**config.mk**
```make
export PLATFORM = sky130hd
export DESIGN_NAME = hons_mul
export DESIGN_NICKNAME = d
export VERILOG_FILES = /design/src/design/hons_pkg.sv /design/src/design/hons_mul.sv
export SDC_FILE = /design/constraint.sdc
export NUM_CORES = 2
export LEC_CHECK = 0
export BUFFER_PORTS_ARGS = -buffer_cell sky130_fd_sc_hd__buf_2
export CAP_MARGIN = 0
export CORE_ASPECT_RATIO = 0.9
export CORE_MARGIN = 2
export CORE_UTILIZATION = 55
export DETAILED_ROUTE_END_ITERATION = 10
export PLACE_DENSITY = 0.73
export SLEW_MARGIN = 20
export SYNTH_ARGS = -nofsm -noshare
export SYNTH_HDL_FRONTEND = slang
export SYNTH_SLANG_ARGS = --single-unit
```
**constraint.sdc**
```tcl
create_clock -name clock -period 14.4 [get_ports clock]
set_clock_uncertainty 0.2 [all_clocks]
set_input_delay 2.16 -clock clock [delete_from_list [all_inputs] [get_ports clock]]
set_output_delay 2.16 -clock clock [all_outputs]
set_load 0.01 [all_outputs]
```
**src/design/hons_pkg.sv**
```systemverilog
package hons_pkg;

   localparam int unsigned QW = 64;
   localparam int unsigned CSR_IDX_W = 4;
   localparam int unsigned CSR_DATA_W = 8;

   localparam logic [QW-1:0] ONE_Q   = 64'h0000_0001_0000_0000;
   localparam logic [QW-1:0] SIGN_Q  = 64'h8000_0000_0000_0000;
   localparam logic [QW-1:0] MAXP_Q  = 64'h7FFF_FFFF_FFFF_FFFF;

   localparam logic [1:0] ST_OK   = 2'd0;
   localparam logic [1:0] ST_DIVZ = 2'd1;
   localparam logic [1:0] ST_OVF  = 2'd2;

   localparam logic [CSR_IDX_W-1:0] REG_ORDER = 4'd0;
   localparam logic [CSR_IDX_W-1:0] REG_MODE  = 4'd1;

   typedef struct packed {
      logic [QW-1:0] val;
      logic [1:0]    err;
   } qres_type;

   function automatic logic [QW-1:0] mag(input logic [QW-1:0] v);
      return v[QW-1] ? (~v + 64'd1) : v;
   endfunction

   function automatic logic [1:0] note(input logic [1:0] cur, input logic [1:0] code);
      return (cur == ST_OK) ? code : cur;
   endfunction

   function automatic qres_type pack_q(input logic neg, input logic [QW-1:0] m,
                                       input logic ovf);
      logic [QW-1:0] lim;
      logic [QW-1:0] mm;
      qres_type      r;
      lim = neg ? SIGN_Q : MAXP_Q;
      mm  = m;
      r.err = ST_OK;
      if (ovf || (m > lim)) begin
         r.err = ST_OVF;
         mm    = lim;
      end
      r.val = neg ? (~mm + 64'd1) : mm;
      return r;
   endfunction

   function automatic qres_type q_neg(input logic [QW-1:0] v);
      qres_type r;
      r.err = ST_OK;
      r.val = ~v + 64'd1;
      if (v == SIGN_Q) begin
         r.err = ST_OVF;
         r.val = MAXP_Q;
      end
      return r;
   endfunction

   function automatic qres_type q_sub(input logic [QW-1:0] a, input logic [QW-1:0] b);
      logic [QW-1:0] d;
      qres_type      r;
      d     = a - b;
      r.err = ST_OK;
      r.val = d;
      if (((a[QW-1] ^ b[QW-1]) != 1'b0) && ((d[QW-1] ^ a[QW-1]) != 1'b0)) begin
         r.err = ST_OVF;
         r.val = a[QW-1] ? SIGN_Q : MAXP_Q;
      end
      return r;
   endfunction

endpackage

```
**src/design/hons_mul.sv**
```systemverilog
module hons_mul import hons_pkg::*; (
   input  logic            clock,
   input  logic            reset,
   input  logic            start,
   input  logic [QW-1:0]   a,
   input  logic [QW-1:0]   b,
   output logic            done,
   output logic [2*QW-1:0] prod
);
   logic [QW-1:0]   a_ff, a_in, b_ff, b_in;
   logic [2*QW-1:0] acc_ff, acc_in;
   logic [1:0]      idx_ff, idx_in;
   logic            busy_ff, busy_in, done_ff, done_in;
   logic [31:0]     xa, yb;
   logic [63:0]     pp;
   logic [2*QW-1:0] pp_sh;

   always_comb begin
      xa = idx_ff[0] ? a_ff[63:32] : a_ff[31:0];
      yb = idx_ff[1] ? b_ff[63:32] : b_ff[31:0];
      pp = {32'd0, xa} * {32'd0, yb};
      case ({1'b0, idx_ff[0]} + {1'b0, idx_ff[1]})
         2'd0:    pp_sh = {64'd0, pp};
         2'd1:    pp_sh = {32'd0, pp, 32'd0};
         2'd2:    pp_sh = {pp, 64'd0};
         default: pp_sh = '0;
      endcase
      a_in    = a_ff;
      b_in    = b_ff;
      acc_in  = acc_ff;
      idx_in  = idx_ff;
      busy_in = busy_ff;
      done_in = 1'b0;
      if (start) begin
         a_in    = a;
         b_in    = b;
         acc_in  = '0;
         idx_in  = 2'd0;
         busy_in = 1'b1;
      end else if (busy_ff) begin
         acc_in = acc_ff + pp_sh;
         idx_in = idx_ff + 2'd1;
         if (idx_ff == 2'd3) begin
            busy_in = 1'b0;
            done_in = 1'b1;
         end
      end
   end

   always_ff @(posedge clock) begin
      a_ff   <= a_in;
      b_ff   <= b_in;
      acc_ff <= acc_in;
      idx_ff <= idx_in;
      if (reset) begin
         busy_ff <= 1'b0;
         done_ff <= 1'b0;
      end else begin
         busy_ff <= busy_in;
         done_ff <= done_in;
      end
   end

   assign done = done_ff;
   assign prod = acc_ff;
endmodule

```
==> flow_summary.ini <==
[synth]
postSynthCellCount = 5712
synth_edf_count = 128
yosysTopAreaCell = fa_1
avgSynthCellArea_um2 = 8.77
synthFlopType = dfxtp_1
synth_top_area_share_pct = 35.9
synth-async-reset-ratio_pct = 0
yosys_warnings = 0
syn_area_mm2 = 0.0501
ys_types = 100
synth_nets = 7132
synth.top_cells.by_area = fa_1, ha_1, edfxtp_1
seq_area_frac_synth_pct = 13.0
ys_seq_elements = 260

[cts]
clock-sinks = 260
cts_buffers = 35
cts-resized-gates = 0
path_clk_slew_ps = 70
post_cts_buffers = 0
htree_levels = 2
clock_path_buffers = 3
cts_tree = done
root_buffer = clkbuf_16
holdBufCountCts = 0
clkLatencyLatePin_ps = 590

[critical_path]
setup.worst_path.start_class = flip-flop
rr_endpoint = prod[127]
cpPeakStageDelay_ps = 930
path_class = flip-flop to flip-flop
crit-reg2reg-launch = idx_ff[1]
critPathArrivalTime_ps = 13560
required_ps = 14710
regToRegSetupSlack_ps = 1150
ff2ff_path_depth = 39
cp-end-kind = flip-flop
crit_slowest_cell = mux2i_4
critPathMaxFanout = 37
critical-path-top-delay-family = adder cells
crit_top_cell = fa_1
critPathBufInv = 3

[timing]
timing.fmax_ghz = 0.0755
hold_viol = 0
setup_viol_count_final = 0
fin_crit_sh_pct = 92.0
tightestPinTransition_ps = 1280
fin_setup_tns_ps = 0
timing.final.max_slew_violations = 0
period_minus_slack_ps = 13250
maxSlewHeadroom_pct = 14.2
rsz0062_at_grt = no

[grt]
first_global_vias = 43700
antenna_found_initial = 11
grt_max_degree = 82
grt_pass1_wl_mm = 266
gr-total-overflow = 0
grt_use_total_pct = 38.1

[hold_path]
hp-class = flip-flop to flip-flop
hp-start = prod[95]
hold_depth = 2
worstHoldEndpoint = prod[95]

[die]
die_area_mm2 = 0.0935
pin_count = 260
chipWidth_um = 322
core_mm2 = 0.0898
die_y_um = 290
initial_core_util_pct = 55.8
placementRows = 104

[place]
hpwlAfterDp_mm = 144
routabilityCongestion = 1.05
dp.cells = 6967
numPortBuffers = 259

[finish]
fillers = 7953
drive_gt1_share_pct = 10.1
stdcell_count = 7041
synthToLayoutAreaGrowth_pct = 7.96
final_nets = 7258

[route]
vias_per_cell = 6.14
drt-total-wl_mm = 177
final_antenna_net_count = 0
route.detailed.drc = 0
drtIter0Drc = 4587
wl_per_cell_um = 25.1
vias = 43300
drtPass1Iterations = 6

[job]
maxCapViolations = 0

[run_status]
status = completed
## layout by cell type (no fill, tap or decap), drive strengths merged, types with 62 or more instances in the layout
cell and instances:
inv 913, fa 897, nor2 837, nand2 640
ha 392, buf 379, a21oi 263, o21ai 180
dfxtp 132, a21o 130, edfxtp 128, mux2i 118
xnor2 105, nand4 78, xor2 74, mux2 62
## worst max path at each step
stage / start / end / slack [ps] / cells past startpoint
after CTS: idx_ff[1] / prod[111] / 1430 / 41
after detailed placement: idx_ff[1] / prod[111] / 1500 / 40
final: idx_ff[1] / prod[127] / 1150 / 39
after global placement: idx_ff[1] / prod[118] / 1610 / 38
after floorplan: idx_ff[1] / prod[118] / 2710 / 43
after global routing: idx_ff[1] / prod[111] / 630 / 41
## routing by layer
metal  vias up  global-route usage (%)  wire, um  share of wire, %
met3       626                    11.8     22800                13
met1     21400                    51.3     67900                38
met4         4                    19.6     11100               6.3
li1      18500                       -         -                 -
met2      2732                    55.5     74900                42
met5         -                       0        43             0.024
## sequential cells by signal (all words and copies together) (netlist names)
| signal | cells |
|---|---|
| idx_ff | 2 |
| a_ff | 64 |
| prod | 128 |
| b_ff | 64 |
| done | 1 |
| busy_ff | 1 |
## worst min-delay path, delay by kind of cell (launching register included)
kind,cells,cell delay [ps]
DFF,1,320
AOI/OAI and AO/OA,1,50
and+or+nand+nor,1,50
## Yosys cell counts (30+ instances only)
cell type and instances:
o21bai_1 52, nor3_1 30, o21ai_1 41, nor2_1 837, nand2_1 639, fa_1 897
clkbuf_1 275, mux2i_1 118, mux2_2 57, dfxtp_1 132, a21oi_1 258, nand4_1 78
edfxtp_1 128, a21o_1 128, ha_1 392, o21ai_0 136, xnor2_1 105, inv_1 909
o22ai_1 59, a31oi_1 30, xor2_1 74
## per-stage QoR
step	setup slack, ps	hold WS [ps]	util (%)	instance area, um2
detailed placement	1500	267	58.9	52900
floorplan	2710	285	-	50100
CTS	1430	274	60.2	54000
finish	1150	270	60.2	54100
global route	628	306	60.2	54000
global placement	1610	257	58.9	52800
## kinds of logic after synthesis
logic type | synth area share, %
AO/OA/AOI/OAI | 11.0
XOR/XNOR | 3.13
adder cells (fa/ha/maj) | 45.7
buffers and inverters | 9.13
flip-flops | 13.0
multiplexers | 3.75
AND/OR/NAND/NOR | 14.4
## cell type report
class | count | area (um2) | share of cell area (%)
Antenna cell | 12 | 30.0 | 0.0556
Clock buffer | 49 | 1030 | 1.91
Clock inverter | 13 | 126 | 0.234
Inverter | 910 | 3420 | 6.32
Multi-Input combinational cell | 4251 | 39300 | 72.7
Sequential cell | 260 | 6500 | 12.0
Tap cell | 1166 | 1460 | 2.70
Timing Repair Buffer | 380 | 2210 | 4.09
Power is not shown: default switching activity piles up to over one toggle a cycle in this logic, so the estimate is an artifact.
