`config.mk`:
```
export PLATFORM = sky130hd
export DESIGN_NAME = hons_div
export DESIGN_NICKNAME = d
export VERILOG_FILES = /design/src/design/hons_pkg.sv /design/src/design/hons_div.sv
export SDC_FILE = /design/constraint.sdc
export NUM_CORES = 1
export LEC_CHECK = 0
export ABC_AREA = 0
export BUFFER_PORTS_ARGS = -buffer_cell sky130_fd_sc_hd__buf_2
export CORE_MARGIN = 3
export CORE_UTILIZATION = 30
export CTS_CLUSTER_SIZE = 16
export DETAILED_ROUTE_END_ITERATION = 10
export SYNTH_ARGS = -nofsm -noshare
export SYNTH_HDL_FRONTEND = slang
export SYNTH_SLANG_ARGS = --single-unit
```
`constraint.sdc`:
```
create_clock -name clock -period 3.9 [get_ports clock]
set_input_delay 0.195 -clock clock [delete_from_list [all_inputs] [get_ports clock]]
set_output_delay 0.195 -clock clock [all_outputs]
set_load 0.03 [all_outputs]
```
`src/design/hons_pkg.sv`:
```
package hons_pkg;

   localparam int unsigned QW = 64;
   localparam int unsigned CSR_IDX_W = 4;
   localparam int unsigned CSR_DATA_W = 8;

   localparam logic [QW-1:0] ONE_Q   = 64'h0000_0001_0000_0000;
   localparam logic [QW-1:0] SIGN_Q  = 64'h8000_0000_0000_0000;
   localparam logic [QW-1:0] MAXP_Q  = 64'h7FFF_FFFF_FFFF_FFFF;

   localparam logic [1:0] ST_OK   = 2'd0;
   localparam logic [1:0] ST_DIVZ = 2'd1;
   localparam logic [1:0] ST_OVF  = 2'd2;

   localparam logic [CSR_IDX_W-1:0] REG_ORDER = 4'd0;
   localparam logic [CSR_IDX_W-1:0] REG_MODE  = 4'd1;

   typedef struct packed {
      logic [QW-1:0] val;
      logic [1:0]    err;
   } qres_type;

   function automatic logic [QW-1:0] mag(input logic [QW-1:0] v);
      return v[QW-1] ? (~v + 64'd1) : v;
   endfunction

   function automatic logic [1:0] note(input logic [1:0] cur, input logic [1:0] code);
      return (cur == ST_OK) ? code : cur;
   endfunction

   function automatic qres_type pack_q(input logic neg, input logic [QW-1:0] m,
                                       input logic ovf);
      logic [QW-1:0] lim;
      logic [QW-1:0] mm;
      qres_type      r;
      lim = neg ? SIGN_Q : MAXP_Q;
      mm  = m;
      r.err = ST_OK;
      if (ovf || (m > lim)) begin
         r.err = ST_OVF;
         mm    = lim;
      end
      r.val = neg ? (~mm + 64'd1) : mm;
      return r;
   endfunction

   function automatic qres_type q_neg(input logic [QW-1:0] v);
      qres_type r;
      r.err = ST_OK;
      r.val = ~v + 64'd1;
      if (v == SIGN_Q) begin
         r.err = ST_OVF;
         r.val = MAXP_Q;
      end
      return r;
   endfunction

   function automatic qres_type q_sub(input logic [QW-1:0] a, input logic [QW-1:0] b);
      logic [QW-1:0] d;
      qres_type      r;
      d     = a - b;
      r.err = ST_OK;
      r.val = d;
      if (((a[QW-1] ^ b[QW-1]) != 1'b0) && ((d[QW-1] ^ a[QW-1]) != 1'b0)) begin
         r.err = ST_OVF;
         r.val = a[QW-1] ? SIGN_Q : MAXP_Q;
      end
      return r;
   endfunction

endpackage

```
`src/design/hons_div.sv`:
```
module hons_div import hons_pkg::*; (
   input  logic            clock,
   input  logic            reset,
   input  logic            start,
   input  logic [QW+31:0]  num,
   input  logic [QW-1:0]   den,
   output logic            done,
   output logic [QW-1:0]   quo,
   output logic            ovf
);
   localparam int unsigned NBITS = QW + 32;

   logic [NBITS-1:0] num_ff, num_in;
   logic [QW-1:0]    den_ff, den_in, q_ff, q_in;
   logic [QW-1:0]    rem_ff, rem_in;
   logic [6:0]       cnt_ff, cnt_in;
   logic             ovf_ff, ovf_in, busy_ff, busy_in, done_ff, done_in;
   logic [QW:0]      r2;

   always_comb begin
      r2      = {rem_ff, num_ff[NBITS-1]};
      num_in  = num_ff;
      den_in  = den_ff;
      q_in    = q_ff;
      rem_in  = rem_ff;
      cnt_in  = cnt_ff;
      ovf_in  = ovf_ff;
      busy_in = busy_ff;
      done_in = 1'b0;
      if (start) begin
         num_in  = num;
         den_in  = den;
         q_in    = '0;
         rem_in  = '0;
         cnt_in  = 7'(NBITS - 1);
         ovf_in  = 1'b0;
         busy_in = 1'b1;
      end else if (busy_ff) begin
         num_in = {num_ff[NBITS-2:0], 1'b0};
         ovf_in = ovf_ff | q_ff[QW-1];
         if (r2 >= {1'b0, den_ff}) begin
            rem_in = QW'(r2 - {1'b0, den_ff});
            q_in   = {q_ff[QW-2:0], 1'b1};
         end else begin
            rem_in = r2[QW-1:0];
            q_in   = {q_ff[QW-2:0], 1'b0};
         end
         cnt_in = cnt_ff - 7'd1;
         if (cnt_ff == 7'd0) begin
            busy_in = 1'b0;
            done_in = 1'b1;
         end
      end
   end

   always_ff @(posedge clock) begin
      num_ff <= num_in;
      den_ff <= den_in;
      q_ff   <= q_in;
      rem_ff <= rem_in;
      cnt_ff <= cnt_in;
      ovf_ff <= ovf_in;
      if (reset) begin
         busy_ff <= 1'b0;
         done_ff <= 1'b0;
      end else begin
         busy_ff <= busy_in;
         done_ff <= done_in;
      end
   end

   assign done = done_ff;
   assign quo  = q_ff;
   assign ovf  = ovf_ff;
endmodule

```
==> impl_results.html, run 1 <==
<table>
<tr><th>Metric</th><th>Value</th></tr>
<tr><th colspan="2">Outcome</th></tr>
<tr><td>Result of the run</td><td>complete, no violations</td></tr>
<tr><th colspan="2">Synthesis</th></tr>
<tr><td>Most common cell in the netlist</td><td>nor2_1</td></tr>
<tr><td>Area share of the leading cell type in the synthesized netlist</td><td>30.7%</td></tr>
<tr><td>Post-synth ARST share</td><td>0%</td></tr>
<tr><td>Top cells by area, synth</td><td>edfxtp_1, dfxtp_1, mux2i_1</td></tr>
<tr><td>Post-synth top area cell</td><td>edfxtp_1</td></tr>
<tr><td>Synthesized area per cell</td><td>10.5 sq um</td></tr>
<tr><td>Synthesized Nets</td><td>1,721</td></tr>
<tr><td>Flip-flop cell with the highest count after synthesis</td><td>edfxtp_1</td></tr>
<tr><td>Number of enable-type register cells in the synthesized netlist</td><td>160</td></tr>
<tr><td>Total of flip-flops plus latches after synthesis</td><td>298</td></tr>
<tr><td>Most numerous cell types in the synthesized netlist</td><td>nor2_1, edfxtp_1, dfxtp_1, mux2i_1, mux2_2</td></tr>
<tr><td>Count of cell types in the netlist</td><td>69</td></tr>
<tr><td>Instance count of the mapped netlist</td><td>1,491</td></tr>
<tr><td>Cell area after synthesis</td><td>15,700 sq um</td></tr>
<tr><td>Yosys warnings</td><td>0</td></tr>
<tr><td>Portion of the post-synthesis area used by sequential elements</td><td>48.3%</td></tr>
<tr><th colspan="2">Power</th></tr>
<tr><td>Power density of the placed cells</td><td>444 nW/um^2</td></tr>
<tr><td>Worst supply voltage drop on vdd</td><td>0.384 mV</td></tr>
<tr><td>Reported leakage power</td><td>8.45 nW</td></tr>
<tr><th colspan="2">Drt</th></tr>
<tr><td>Number of remaining DRC errors</td><td>0</td></tr>
<tr><td>Post-Route WL</td><td>41,300 microns</td></tr>
<tr><td>Total vias in the final route</td><td>12,496</td></tr>
<tr><td>Vias per cell</td><td>4.87</td></tr>
<tr><td>DRT antenna net count</td><td>0</td></tr>
<tr><td>Count of routing violations after the opening detailed-route iteration</td><td>670</td></tr>
<tr><td>Number of optimization iterations in the first detailed-route pass</td><td>5</td></tr>
<tr><td>Avg WL per Cell</td><td>16.1 microns</td></tr>
<tr><th colspan="2">CTS</th></tr>
<tr><td>Worst-skew pair later-pin latency</td><td>0.56 ns</td></tr>
<tr><td>CTS Sinks</td><td>298</td></tr>
<tr><td>Root Buffer</td><td>clkbuf_16</td></tr>
<tr><td>Clock tree from TritonCTS</td><td>built</td></tr>
<tr><td>CTS max path bufs</td><td>3</td></tr>
<tr><td>Clock slew at the register clock pins of the worst setup and hold paths</td><td>0.07 ns</td></tr>
<tr><td>CTS HTree Levels</td><td>2</td></tr>
<tr><td>Setup bufs post-CTS</td><td>0</td></tr>
<tr><td>Number of clock buffers inserted by TritonCTS</td><td>37</td></tr>
<tr><th colspan="2">Timing</th></tr>
<tr><td>Clock period minus final worst setup slack</td><td>3.63 ns</td></tr>
<tr><td>Headroom to the max-slew limit</td><td>43.9%</td></tr>
<tr><td>Count of endpoints failing hold in the final timing report</td><td>0</td></tr>
<tr><td>Count of endpoints failing setup in the final report</td><td>0</td></tr>
<tr><td>Unrepaired setup endpoints after global routing</td><td>false</td></tr>
<tr><td>Slew of the pin with the lowest slew margin</td><td>0.842 ns</td></tr>
<tr><td>Aggregate negative setup slack</td><td>0 ns</td></tr>
<tr><td>Count of pins over their slew limit</td><td>0</td></tr>
<tr><td>Worst Clk Skew</td><td>0.0233 ns</td></tr>
<tr><td>Final cycle utilization of the critical path</td><td>93.0%</td></tr>
<tr><td>FMAX</td><td>276 MHz</td></tr>
<tr><th colspan="2">Global routing</th></tr>
<tr><td>Total GRT Usage</td><td>14.6%</td></tr>
<tr><td>Wire length of the first global-routing pass</td><td>64,900 microns</td></tr>
<tr><td>Vias in the first global route</td><td>12,415</td></tr>
<tr><td>Initial antenna violation count</td><td>4</td></tr>
<tr><td>Pin count of the biggest net entering global routing</td><td>144</td></tr>
<tr><td>Overflow left after global routing</td><td>0</td></tr>
<tr><th colspan="2">Placed design</th></tr>
<tr><td>Final weighted congestion in routability-driven placement</td><td>0.887</td></tr>
<tr><td>Placed wire-length estimate after detailed placement</td><td>27,900 microns</td></tr>
<tr><td>Buffers added on ports</td><td>228</td></tr>
<tr><th colspan="2">Setup path</th></tr>
<tr><td>Last element of the critical path</td><td>rem_ff[49]</td></tr>
<tr><td>End of the worst register-to-register path</td><td>rem_ff[49]</td></tr>
<tr><td>Critical path required time</td><td>4.34 ns</td></tr>
<tr><td>Reg-to-Reg Start</td><td>den_ff[24]</td></tr>
<tr><td>CP Data Arrival Time</td><td>4.07 ns</td></tr>
<tr><td>Critical Path Source</td><td>den_ff[24]</td></tr>
<tr><td>Critical path class</td><td>flip-flop to flip-flop</td></tr>
<tr><td>Worst R2R Setup Slack</td><td>0.27 ns</td></tr>
<tr><td>Startpoint type of the worst setup path</td><td>flip-flop</td></tr>
<tr><td>Critical Path End Type</td><td>flip-flop</td></tr>
<tr><td>Critical path peak fanout</td><td>19</td></tr>
<tr><td>Cells on worst reg2reg path</td><td>13</td></tr>
<tr><th colspan="2">Floorplanning</th></tr>
<tr><td>Row count</td><td>83</td></tr>
<tr><td>Number of placed I/O pins</td><td>229</td></tr>
<tr><td>Effective utilization at floorplan</td><td>30.4%</td></tr>
<tr><td>Die width</td><td>235 microns</td></tr>
<tr><td>Die outline area</td><td>55,000 sq um</td></tr>
<tr><td>Die Y-Extent</td><td>235 microns</td></tr>
<tr><td>Standard cell core area</td><td>51,500 sq um</td></tr>
<tr><th colspan="2">Final layout</th></tr>
<tr><td>Sequential cell area</td><td>7570 sq um</td></tr>
<tr><td>Fill cells</td><td>5,014</td></tr>
<tr><td>Share of post-route cells with drive strength above 1</td><td>22.1%</td></tr>
<tr><td>Number of nets in the layout</td><td>2,085</td></tr>
<tr><td>Area used by multi-input combinational logic</td><td>7430 sq um</td></tr>
<tr><td>Utilization after layout</td><td>39.6%</td></tr>
<tr><td>Area growth, synth to finish</td><td>30.2%</td></tr>
<tr><th colspan="2">Job</th></tr>
<tr><td>Max-capacitance violation count</td><td>0</td></tr>
<tr><th colspan="2">Worst hold path</th></tr>
<tr><td>Hold Crit Class</td><td>input port to flip-flop</td></tr>
</table>
[cell type report]
type	count	area share [%]
Sequential cell	298	37.1
Multi-Input combinational cell	1031	36.4
Timing Repair Buffer	404	14.4
Clock buffer	50	5.39
Tap cell	680	4.17
Inverter	83	1.53
Clock inverter	16	0.933
Antenna cell	4	0.0491
[through the flow]
step	power, mW	std cells	setup WS [ns]	hold WS, ns	instance area, sq um
after detailed placement	5.34	2333	0.237	0.368	17400
after global placement	5.32	2333	0.199	0.364	17400
after global routing	9.52	2564	0.0318	0.351	20400
after floorplan	4.94	1491	0.639	0.267	15700
after CTS	9.19	2562	0.189	0.321	20400
final	9.06	2566	0.271	0.357	20400
[what timing repair did]
action	in CTS	in global routing
hold buffers	163	0
gates resized for setup	0	7
endpoints found under the hold margin	170	0
endpoints found under the setup margin	0	29
[cells in the final DEF (no fill, tap or decap), types with 10 or more instances in the layout]
master           n
a211oi_1        50
a21o_1          27
a21oi_1         81
a311oi_1        11
buf_2          227
clkbuf_16       41
dfxtp_1        137
dlygate4sd3_1  163
edfxtp_1       160
ha_1            63
inv_1           82
mux2_2          95
mux2i_1        110
nand2_1         89
nand2b_1        13
nand3_1         11
nand4_1         28
nor2_1         180
nor3_1          12
o211ai_1        10
o21a_1          12
o21ai_0         38
o21bai_1        19
or3_1           11
xnor2_1         29
xor2_1          27
[kinds of logic (layout without fill, tap and decap cells)]
| family | count (synthesis) | count (layout) | synth area share [%] |
|---|---|---|---|
| other cells | 0 | 4 | 0 |
| xor+xnor | 56 | 56 | 3.13 |
| simple gates | 395 | 395 | 11.6 |
| compound gates | 307 | 307 | 13.2 |
| buf+inv | 162 | 553 | 4.44 |
| mux | 206 | 206 | 13.9 |
| flops | 298 | 298 | 48.3 |
| fa+ha+maj | 67 | 67 | 5.40 |
[worst max-delay path, stage by stage, from the launching register on]
cell and delay (ns):
edfxtp_1 0.33, inv_1 0.06, ha_1 0.40, nand4_1 0.22
nor4_2 0.25, a22oi_1 0.12, or4_1 0.43, a21oi_2 0.23
o211ai_2 0.18, a31oi_4 0.25, a21oi_1 0.18, buf_12 0.21
or3_1 0.38, a311oi_1 0.27
[flip-flops by register name, summed over array words and instances, names as in the netlist]
signal,flops
done,1
num_ff,96
busy_ff,1
den_ff,64
quo,64
cnt_ff,7
rem_ff,64
ovf,1
[worst min-delay path by stage]
stage                 end  cells after the start  slack, ns     from
3_5_place_dp      busy_ff                      2       0.37    reset
2_1_floorplan     busy_ff                      1       0.27    reset
4_1_cts        den_ff[13]                      2       0.32  den[13]
3_3_place_gp      busy_ff                      2       0.36    reset
6_report       den_ff[34]                      2       0.36  den[34]
5_1_grt        den_ff[34]                      2       0.35  den[34]
[power by group]
group | internal [mW] | leakage (nW) | switching [mW]
Clock | 2.20 | 0.633 | 1.42
Combinational | 0.797 | 5.10 | 0.961
Sequential | 3.57 | 2.72 | 0.113
[metal layers]
metal | GRT usage (%) | part of all wire, % | routed length, microns
met1 | 18.9 | 46 | 18800
met2 | 23.8 | 46 | 19000
met3 | 3.46 | 5.6 | 2330
met4 | 4.94 | 2.6 | 1070
met5 | 0 | 0.056 | 23
Power figures use the tool's default switching activity.
==> run 2, diff against run 1 <==
- PLACE_DENSITY_LB_ADDON: unset -> 0.25
==> impl_results.html, run 2 (synthesis results as in run 1) <==
<table>
<tr><th>Metric</th><th>Value</th></tr>
<tr><th colspan="2">Power</th></tr>
<tr><td>Switching power share of the total</td><td>28.0%</td></tr>
<tr><td>Reported leakage power</td><td>8.44 nW</td></tr>
<tr><td>Overall power after layout</td><td>8.76 mW</td></tr>
<tr><td>Worst supply voltage drop on vdd</td><td>0.323 mV</td></tr>
<tr><td>P_int</td><td>6.30 mW</td></tr>
<tr><td>Combinational Power Share</td><td>20.4%</td></tr>
<tr><td>Share of total power in the clock network</td><td>37.7%</td></tr>
<tr><td>Power density of the placed cells</td><td>431 nW/um^2</td></tr>
<tr><td>Net Sw Power</td><td>2.46 mW</td></tr>
<tr><td>Sequential power share</td><td>41.8%</td></tr>
<tr><th colspan="2">Drt</th></tr>
<tr><td>Number of remaining DRC errors</td><td>0</td></tr>
<tr><td>Avg WL per Cell</td><td>16.2 microns</td></tr>
<tr><td>DRT antenna net count</td><td>0</td></tr>
<tr><td>Vias per cell</td><td>4.83</td></tr>
<tr><td>Count of routing violations after the opening detailed-route iteration</td><td>763</td></tr>
<tr><td>Number of optimization iterations in the first detailed-route pass</td><td>5</td></tr>
<tr><td>Total vias in the final route</td><td>12,466</td></tr>
<tr><td>Post-Route WL</td><td>41,900 microns</td></tr>
<tr><th colspan="2">Floorplanning</th></tr>
<tr><td>Standard cell core area</td><td>51,500 sq um</td></tr>
<tr><td>Die outline area</td><td>55,000 sq um</td></tr>
<tr><td>Effective utilization at floorplan</td><td>30.4%</td></tr>
<tr><td>Die width</td><td>235 microns</td></tr>
<tr><td>Number of placed I/O pins</td><td>229</td></tr>
<tr><td>Die Y-Extent</td><td>235 microns</td></tr>
<tr><td>Row count</td><td>83</td></tr>
<tr><th colspan="2">Timing</th></tr>
<tr><td>Count of pins over their slew limit</td><td>0</td></tr>
<tr><td>Unrepaired setup endpoints after global routing</td><td>false</td></tr>
<tr><td>Slew of the pin with the lowest slew margin</td><td>0.982 ns</td></tr>
<tr><td>Smallest hold slack</td><td>0.0650 ns</td></tr>
<tr><td>Final WS setup</td><td>0.305 ns</td></tr>
<tr><td>Clock period minus final worst setup slack</td><td>3.59 ns</td></tr>
<tr><td>FMAX</td><td>278 MHz</td></tr>
<tr><td>Final cycle utilization of the critical path</td><td>92.2%</td></tr>
<tr><td>Count of endpoints failing setup in the final report</td><td>0</td></tr>
<tr><td>Headroom to the max-slew limit</td><td>34.5%</td></tr>
<tr><td>Worst Clk Skew</td><td>0.0106 ns</td></tr>
<tr><td>Aggregate negative setup slack</td><td>0 ns</td></tr>
<tr><td>Count of endpoints failing hold in the final timing report</td><td>0</td></tr>
<tr><th colspan="2">Placed design</th></tr>
<tr><td>Final weighted congestion in routability-driven placement</td><td>0.819</td></tr>
<tr><td>Placed Area</td><td>17,500 sq um</td></tr>
<tr><td>Placed wire-length estimate after detailed placement</td><td>28,800 microns</td></tr>
<tr><td>Worst Setup Slack post-DPL</td><td>0.248 ns</td></tr>
<tr><td>Buffers added on ports</td><td>228</td></tr>
<tr><td>Post-Place Cells</td><td>2,348</td></tr>
<tr><th colspan="2">CTS</th></tr>
<tr><td>CTS max path bufs</td><td>3</td></tr>
<tr><td>Clock slew at the register clock pins of the worst setup and hold paths</td><td>0.06 ns</td></tr>
<tr><td>Number of clock buffers inserted by TritonCTS</td><td>38</td></tr>
<tr><td>CTS Sinks</td><td>298</td></tr>
<tr><td>Setup bufs post-CTS</td><td>0</td></tr>
<tr><td>Root Buffer</td><td>clkbuf_16</td></tr>
<tr><td>Worst-skew pair later-pin latency</td><td>0.56 ns</td></tr>
<tr><td>Clock tree from TritonCTS</td><td>built</td></tr>
<tr><td>CTS HTree Levels</td><td>2</td></tr>
<tr><th colspan="2">Job</th></tr>
<tr><td>Max-capacitance violation count</td><td>0</td></tr>
<tr><th colspan="2">Final layout</th></tr>
<tr><td>Non-filler cells, final</td><td>2,583</td></tr>
<tr><td>Share of post-route cells with drive strength above 1</td><td>21.9%</td></tr>
<tr><td>Register with the most flip-flops</td><td>num_ff</td></tr>
<tr><td>Most common cell after layout, fill and taps aside</td><td>buf_2</td></tr>
<tr><td>Utilization after layout</td><td>39.5%</td></tr>
<tr><td>Area growth, synth to finish</td><td>29.9%</td></tr>
<tr><td>Final non-filler cell area</td><td>20,300 sq um</td></tr>
<tr><td>Number of flip-flops under the largest register name</td><td>96</td></tr>
<tr><td>Number of nets in the layout</td><td>2,099</td></tr>
<tr><td>Top library cells by usage in the layout, fill and taps aside</td><td>buf_2, nor2_1, dlygate4sd3_1</td></tr>
<tr><th colspan="2">Worst hold path</th></tr>
<tr><td>Hold Crit Class</td><td>input port to flip-flop</td></tr>
<tr><th colspan="2">Global routing</th></tr>
<tr><td>Overflow left after global routing</td><td>0</td></tr>
<tr><td>Vias in the first global route</td><td>12,434</td></tr>
<tr><td>Total GRT Usage</td><td>15.0%</td></tr>
<tr><td>Initial antenna violation count</td><td>5</td></tr>
<tr><td>Pin count of the biggest net entering global routing</td><td>195</td></tr>
<tr><td>Wire length of the first global-routing pass</td><td>66,400 microns</td></tr>
<tr><th colspan="2">Setup path</th></tr>
<tr><td>Startpoint type of the worst setup path</td><td>flip-flop</td></tr>
<tr><td>Critical path required time</td><td>4.36 ns</td></tr>
<tr><td>Critical path peak fanout</td><td>7</td></tr>
<tr><td>Critical Path End Type</td><td>flip-flop</td></tr>
<tr><td>Critical path class</td><td>flip-flop to flip-flop</td></tr>
<tr><td>CP Data Arrival Time</td><td>4.05 ns</td></tr>
<tr><th colspan="2">Outcome</th></tr>
<tr><td>Result of the run</td><td>complete, no violations</td></tr>
</table>
## run 2: cell count changes in the layout (fill, tap and decap cells not counted), moves of 3 or more
cell,delta
buf_4,+15
clkbuf_16,-3
clkbuf_1,+10
clkinv_1,+3
## run 2: power by group through the flow
stage / logic (mW) / registers [mW] / clock network (mW)
after floorplan: 1.24 / 3.70 / 0
after global placement: 1.65 / 3.72 / 0
after detailed placement: 1.65 / 3.73 / 0
final: 1.79 / 3.67 / 3.31
after global routing: 1.99 / 3.69 / 3.58
after CTS: 1.79 / 3.67 / 3.46
## run 2: critical path, stage by stage (launching register included)
cell and delay, ns:
edfxtp_1 0.32, inv_1 0.05, ha_1 0.40, nand4_2 0.17, or3_1 0.44, or4_1 0.62, o21ai_1 0.16, a21oi_1 0.08
o221ai_1 0.24, o21a_1 0.24, a41o_1 0.20, mux2_1 0.31, a221oi_1 0.27
## run 2: final timing paths
kind              cells after the start         end  startpoint  slack (ns)
hold / removal                        1  den_ff[27]       start        0.07
hold reg to reg                       2         ovf         ovf        0.47
setup / recovery                     12  rem_ff[60]  den_ff[35]        0.31
setup reg to reg                     12  rem_ff[60]  den_ff[35]        0.31
## run 2: layout make-up
class	instances	area, sq um
Antenna cell	5	12.5
Clock buffer	55	1030
Clock inverter	14	118
Fill cell	5145	31200
Inverter	83	313
Multi-Input combinational cell	1031	7420
Sequential cell	298	7570
Tap cell	680	851
Timing Repair Buffer	417	3020
## run 2: repair_timing
item	CTS	global route
endpoints found under the setup margin	0	36
gates resized for setup	0	3
endpoints found under the hold margin	162	0
hold buffers	161	0
## run 2: metal layers
metal,vias to the layer above,routed length [microns],track usage [%]
met5,-,0,0
met1,5918,19200,20.0
met4,0,883,4.35
met2,278,19300,23.9
met3,61,2520,3.80
li1,6209,-,-
==> run 3, diff against run 2 <==
- PLACE_DENSITY: unset -> 0.45
- PLACE_DENSITY_LB_ADDON: 0.25 -> unset
==> impl_results.html, run 3 (synthesis results as in run 1) <==
<table>
<tr><th>Metric</th><th>Value</th></tr>
<tr><th colspan="2">Final layout</th></tr>
<tr><td>Area growth, synth to finish</td><td>30.0%</td></tr>
<tr><td>Utilization after layout</td><td>39.5%</td></tr>
<tr><td>Most common cell after layout, fill and taps aside</td><td>buf_2</td></tr>
<tr><td>Sequential cell area</td><td>7570 sq um</td></tr>
<tr><td>Register with the most flip-flops</td><td>num_ff</td></tr>
<tr><td>Number of nets in the layout</td><td>2,094</td></tr>
<tr><td>Number of flip-flops under the largest register name</td><td>96</td></tr>
<tr><td>Final non-filler cell area</td><td>20,400 sq um</td></tr>
<tr><td>Share of post-route cells with drive strength above 1</td><td>22.1%</td></tr>
<tr><td>Fill cells</td><td>5,173</td></tr>
<tr><td>Top library cells by usage in the layout, fill and taps aside</td><td>buf_2, nor2_1, dlygate4sd3_1</td></tr>
<tr><td>Non-filler cells, final</td><td>2,576</td></tr>
<tr><td>Area used by multi-input combinational logic</td><td>7420 sq um</td></tr>
<tr><th colspan="2">CTS</th></tr>
<tr><td>Number of clock buffers inserted by TritonCTS</td><td>37</td></tr>
<tr><td>Worst-skew pair later-pin latency</td><td>0.56 ns</td></tr>
<tr><td>Clock slew at the register clock pins of the worst setup and hold paths</td><td>0.06 ns</td></tr>
<tr><td>CTS Sinks</td><td>298</td></tr>
<tr><td>Clock tree from TritonCTS</td><td>built</td></tr>
<tr><td>CTS HTree Levels</td><td>2</td></tr>
<tr><td>Setup bufs post-CTS</td><td>0</td></tr>
<tr><td>CTS max path bufs</td><td>3</td></tr>
<tr><td>Root Buffer</td><td>clkbuf_16</td></tr>
<tr><th colspan="2">Drt</th></tr>
<tr><td>Avg WL per Cell</td><td>16.5 microns</td></tr>
<tr><td>Vias per cell</td><td>4.79</td></tr>
<tr><td>Uppermost routed layer</td><td>met5</td></tr>
<tr><td>Number of optimization iterations in the first detailed-route pass</td><td>5</td></tr>
<tr><td>Count of routing violations after the opening detailed-route iteration</td><td>709</td></tr>
<tr><td>Post-Route WL</td><td>42,600 microns</td></tr>
<tr><td>Detailed-routed wire length on met3</td><td>2150 microns</td></tr>
<tr><td>Met1 wire length</td><td>20,400 microns</td></tr>
<tr><td>Total vias in the final route</td><td>12,334</td></tr>
<tr><td>DR WL met2</td><td>19,200 microns</td></tr>
<tr><td>Number of remaining DRC errors</td><td>0</td></tr>
<tr><td>DRT antenna net count</td><td>0</td></tr>
<tr><th colspan="2">Floorplanning</th></tr>
<tr><td>Row count</td><td>83</td></tr>
<tr><td>Die Y-Extent</td><td>235 microns</td></tr>
<tr><td>Standard cell core area</td><td>51,500 sq um</td></tr>
<tr><td>Number of placed I/O pins</td><td>229</td></tr>
<tr><td>Effective utilization at floorplan</td><td>30.4%</td></tr>
<tr><td>Die outline area</td><td>55,000 sq um</td></tr>
<tr><td>Die width</td><td>235 microns</td></tr>
<tr><th colspan="2">Timing</th></tr>
<tr><td>Final WS setup</td><td>0.295 ns</td></tr>
<tr><td>Count of endpoints failing setup in the final report</td><td>0</td></tr>
<tr><td>Count of pins over their slew limit</td><td>0</td></tr>
<tr><td>Final cycle utilization of the critical path</td><td>92.4%</td></tr>
<tr><td>Clock period minus final worst setup slack</td><td>3.61 ns</td></tr>
<tr><td>FMAX</td><td>277 MHz</td></tr>
<tr><td>Unrepaired setup endpoints after global routing</td><td>false</td></tr>
<tr><td>Worst Clk Skew</td><td>0.0140 ns</td></tr>
<tr><td>Smallest hold slack</td><td>0.348 ns</td></tr>
<tr><td>Headroom to the max-slew limit</td><td>28.5%</td></tr>
<tr><td>Aggregate negative setup slack</td><td>0 ns</td></tr>
<tr><td>Count of endpoints failing hold in the final timing report</td><td>0</td></tr>
<tr><td>Slew of the pin with the lowest slew margin</td><td>1.07 ns</td></tr>
<tr><th colspan="2">Global routing</th></tr>
<tr><td>Overflow left after global routing</td><td>0</td></tr>
<tr><td>Initial antenna violation count</td><td>4</td></tr>
<tr><td>Vias in the first global route</td><td>12,556</td></tr>
<tr><td>Total GRT Usage</td><td>15.4%</td></tr>
<tr><td>Pin count of the biggest net entering global routing</td><td>195</td></tr>
<tr><td>Wire length of the first global-routing pass</td><td>68,200 microns</td></tr>
<tr><th colspan="2">Worst hold path</th></tr>
<tr><td>Hold Crit Class</td><td>input port to flip-flop</td></tr>
<tr><th colspan="2">Setup path</th></tr>
<tr><td>Worst path cell trace</td><td>inv_1, ha_2, nand4_1, or3_1, or4_1, o21ai_1, a21oi_1, o221ai_1, o21a_1, a41o_1, mux2_1, a221oi_1</td></tr>
<tr><td>Largest stage delay on the critical path</td><td>0.59 ns</td></tr>
<tr><td>Cells on worst reg2reg path</td><td>12</td></tr>
<tr><td>CP Data Arrival Time</td><td>4.07 ns</td></tr>
<tr><td>Kind of cell with the highest combined delay on the critical path</td><td>compound AO/OA/AOI/OAI gates</td></tr>
<tr><td>Worst R2R Setup Slack</td><td>0.29 ns</td></tr>
<tr><td>Startpoint type of the worst setup path</td><td>flip-flop</td></tr>
<tr><td>Reg-to-Reg Start</td><td>den_ff[30]</td></tr>
<tr><td>Crit-path slowest cell</td><td>or4_1</td></tr>
<tr><td>End of the worst register-to-register path</td><td>rem_ff[60]</td></tr>
<tr><td>Count of buffering cells on the critical path with inverters included</td><td>1</td></tr>
<tr><td>Critical Path End Type</td><td>flip-flop</td></tr>
<tr><td>Critical path class</td><td>flip-flop to flip-flop</td></tr>
<tr><td>Last element of the critical path</td><td>rem_ff[60]</td></tr>
<tr><td>Critical Path Source</td><td>den_ff[30]</td></tr>
<tr><td>Critical path peak fanout</td><td>10</td></tr>
<tr><td>Critical path required time</td><td>4.36 ns</td></tr>
<tr><td>Instance count on the critical path</td><td>12</td></tr>
<tr><th colspan="2">Power</th></tr>
<tr><td>Overall power after layout</td><td>8.88 mW</td></tr>
<tr><td>Worst supply voltage drop on vdd</td><td>0.261 mV</td></tr>
<tr><td>Reported leakage power</td><td>8.45 nW</td></tr>
<tr><td>Power density of the placed cells</td><td>436 nW/um^2</td></tr>
<tr><th colspan="2">Placed design</th></tr>
<tr><td>Placed Area</td><td>17,500 sq um</td></tr>
<tr><td>Post-Place Cells</td><td>2,343</td></tr>
<tr><td>Placed wire-length estimate after detailed placement</td><td>29,400 microns</td></tr>
<tr><td>Final weighted congestion in routability-driven placement</td><td>0.826</td></tr>
<tr><td>Buffers added on ports</td><td>228</td></tr>
<tr><td>Worst Setup Slack post-DPL</td><td>0.235 ns</td></tr>
<tr><th colspan="2">Outcome</th></tr>
<tr><td>Result of the run</td><td>complete, no violations</td></tr>
<tr><th colspan="2">Job</th></tr>
<tr><td>Max-capacitance violation count</td><td>0</td></tr>
</table>
==> run 3: cell count changes in the layout (fill, tap and decap cells not counted), sizes merged <==
cell and change:
diode -2, clkinv +1, buf -5, clkinvlp +1, dlygate4sd3 +1, clkbuf -3
==> run 3: area by class of cell <==
type,count,area share (%)
Clock buffer,52,5.23
Clock inverter,16,0.676
Multi-Input combinational cell,1031,36.5
Antenna cell,3,0.0369
Tap cell,680,4.18
Inverter,83,1.54
Timing Repair Buffer,413,14.7
Sequential cell,298,37.2
==> run 3: report_power, final <==
| part | switching (mW) | internal, mW | leakage [nW] |
|---|---|---|---|
| Combinational | 0.989 | 0.817 | 5.15 |
| Sequential | 0.0981 | 3.57 | 2.72 |
| Clock | 1.41 | 2.00 | 0.591 |
==> run 3: repair_timing <==
action,in CTS,in global routing
resized for setup,0,5
setup endpoints to repair,0,10
hold endpoints to repair,163,0
hold buffers,162,0
==> run 3: routing by layer <==
layer  vias to the layer above  GRT usage (%)
li1                       6201              -
met1                      5828           21.0
met2                       245           24.4
met3                        58           3.85
met4                         2           3.78
met5                         -              0
==> run 3: how the worst min path moves through the flow <==
| stage | slack (ns) | from | cells past startpoint | endpoint |
|---|---|---|---|---|
| 2_1_floorplan | 0.27 | reset | 1 | busy_ff |
| 3_3_place_gp | 0.36 | reset | 2 | busy_ff |
| 3_5_place_dp | 0.37 | reset | 2 | busy_ff |
| 4_1_cts | 0.32 | den[31] | 2 | den_ff[31] |
| 5_1_grt | 0.33 | den[14] | 2 | den_ff[14] |
| 6_report | 0.35 | den[19] | 2 | den_ff[19] |
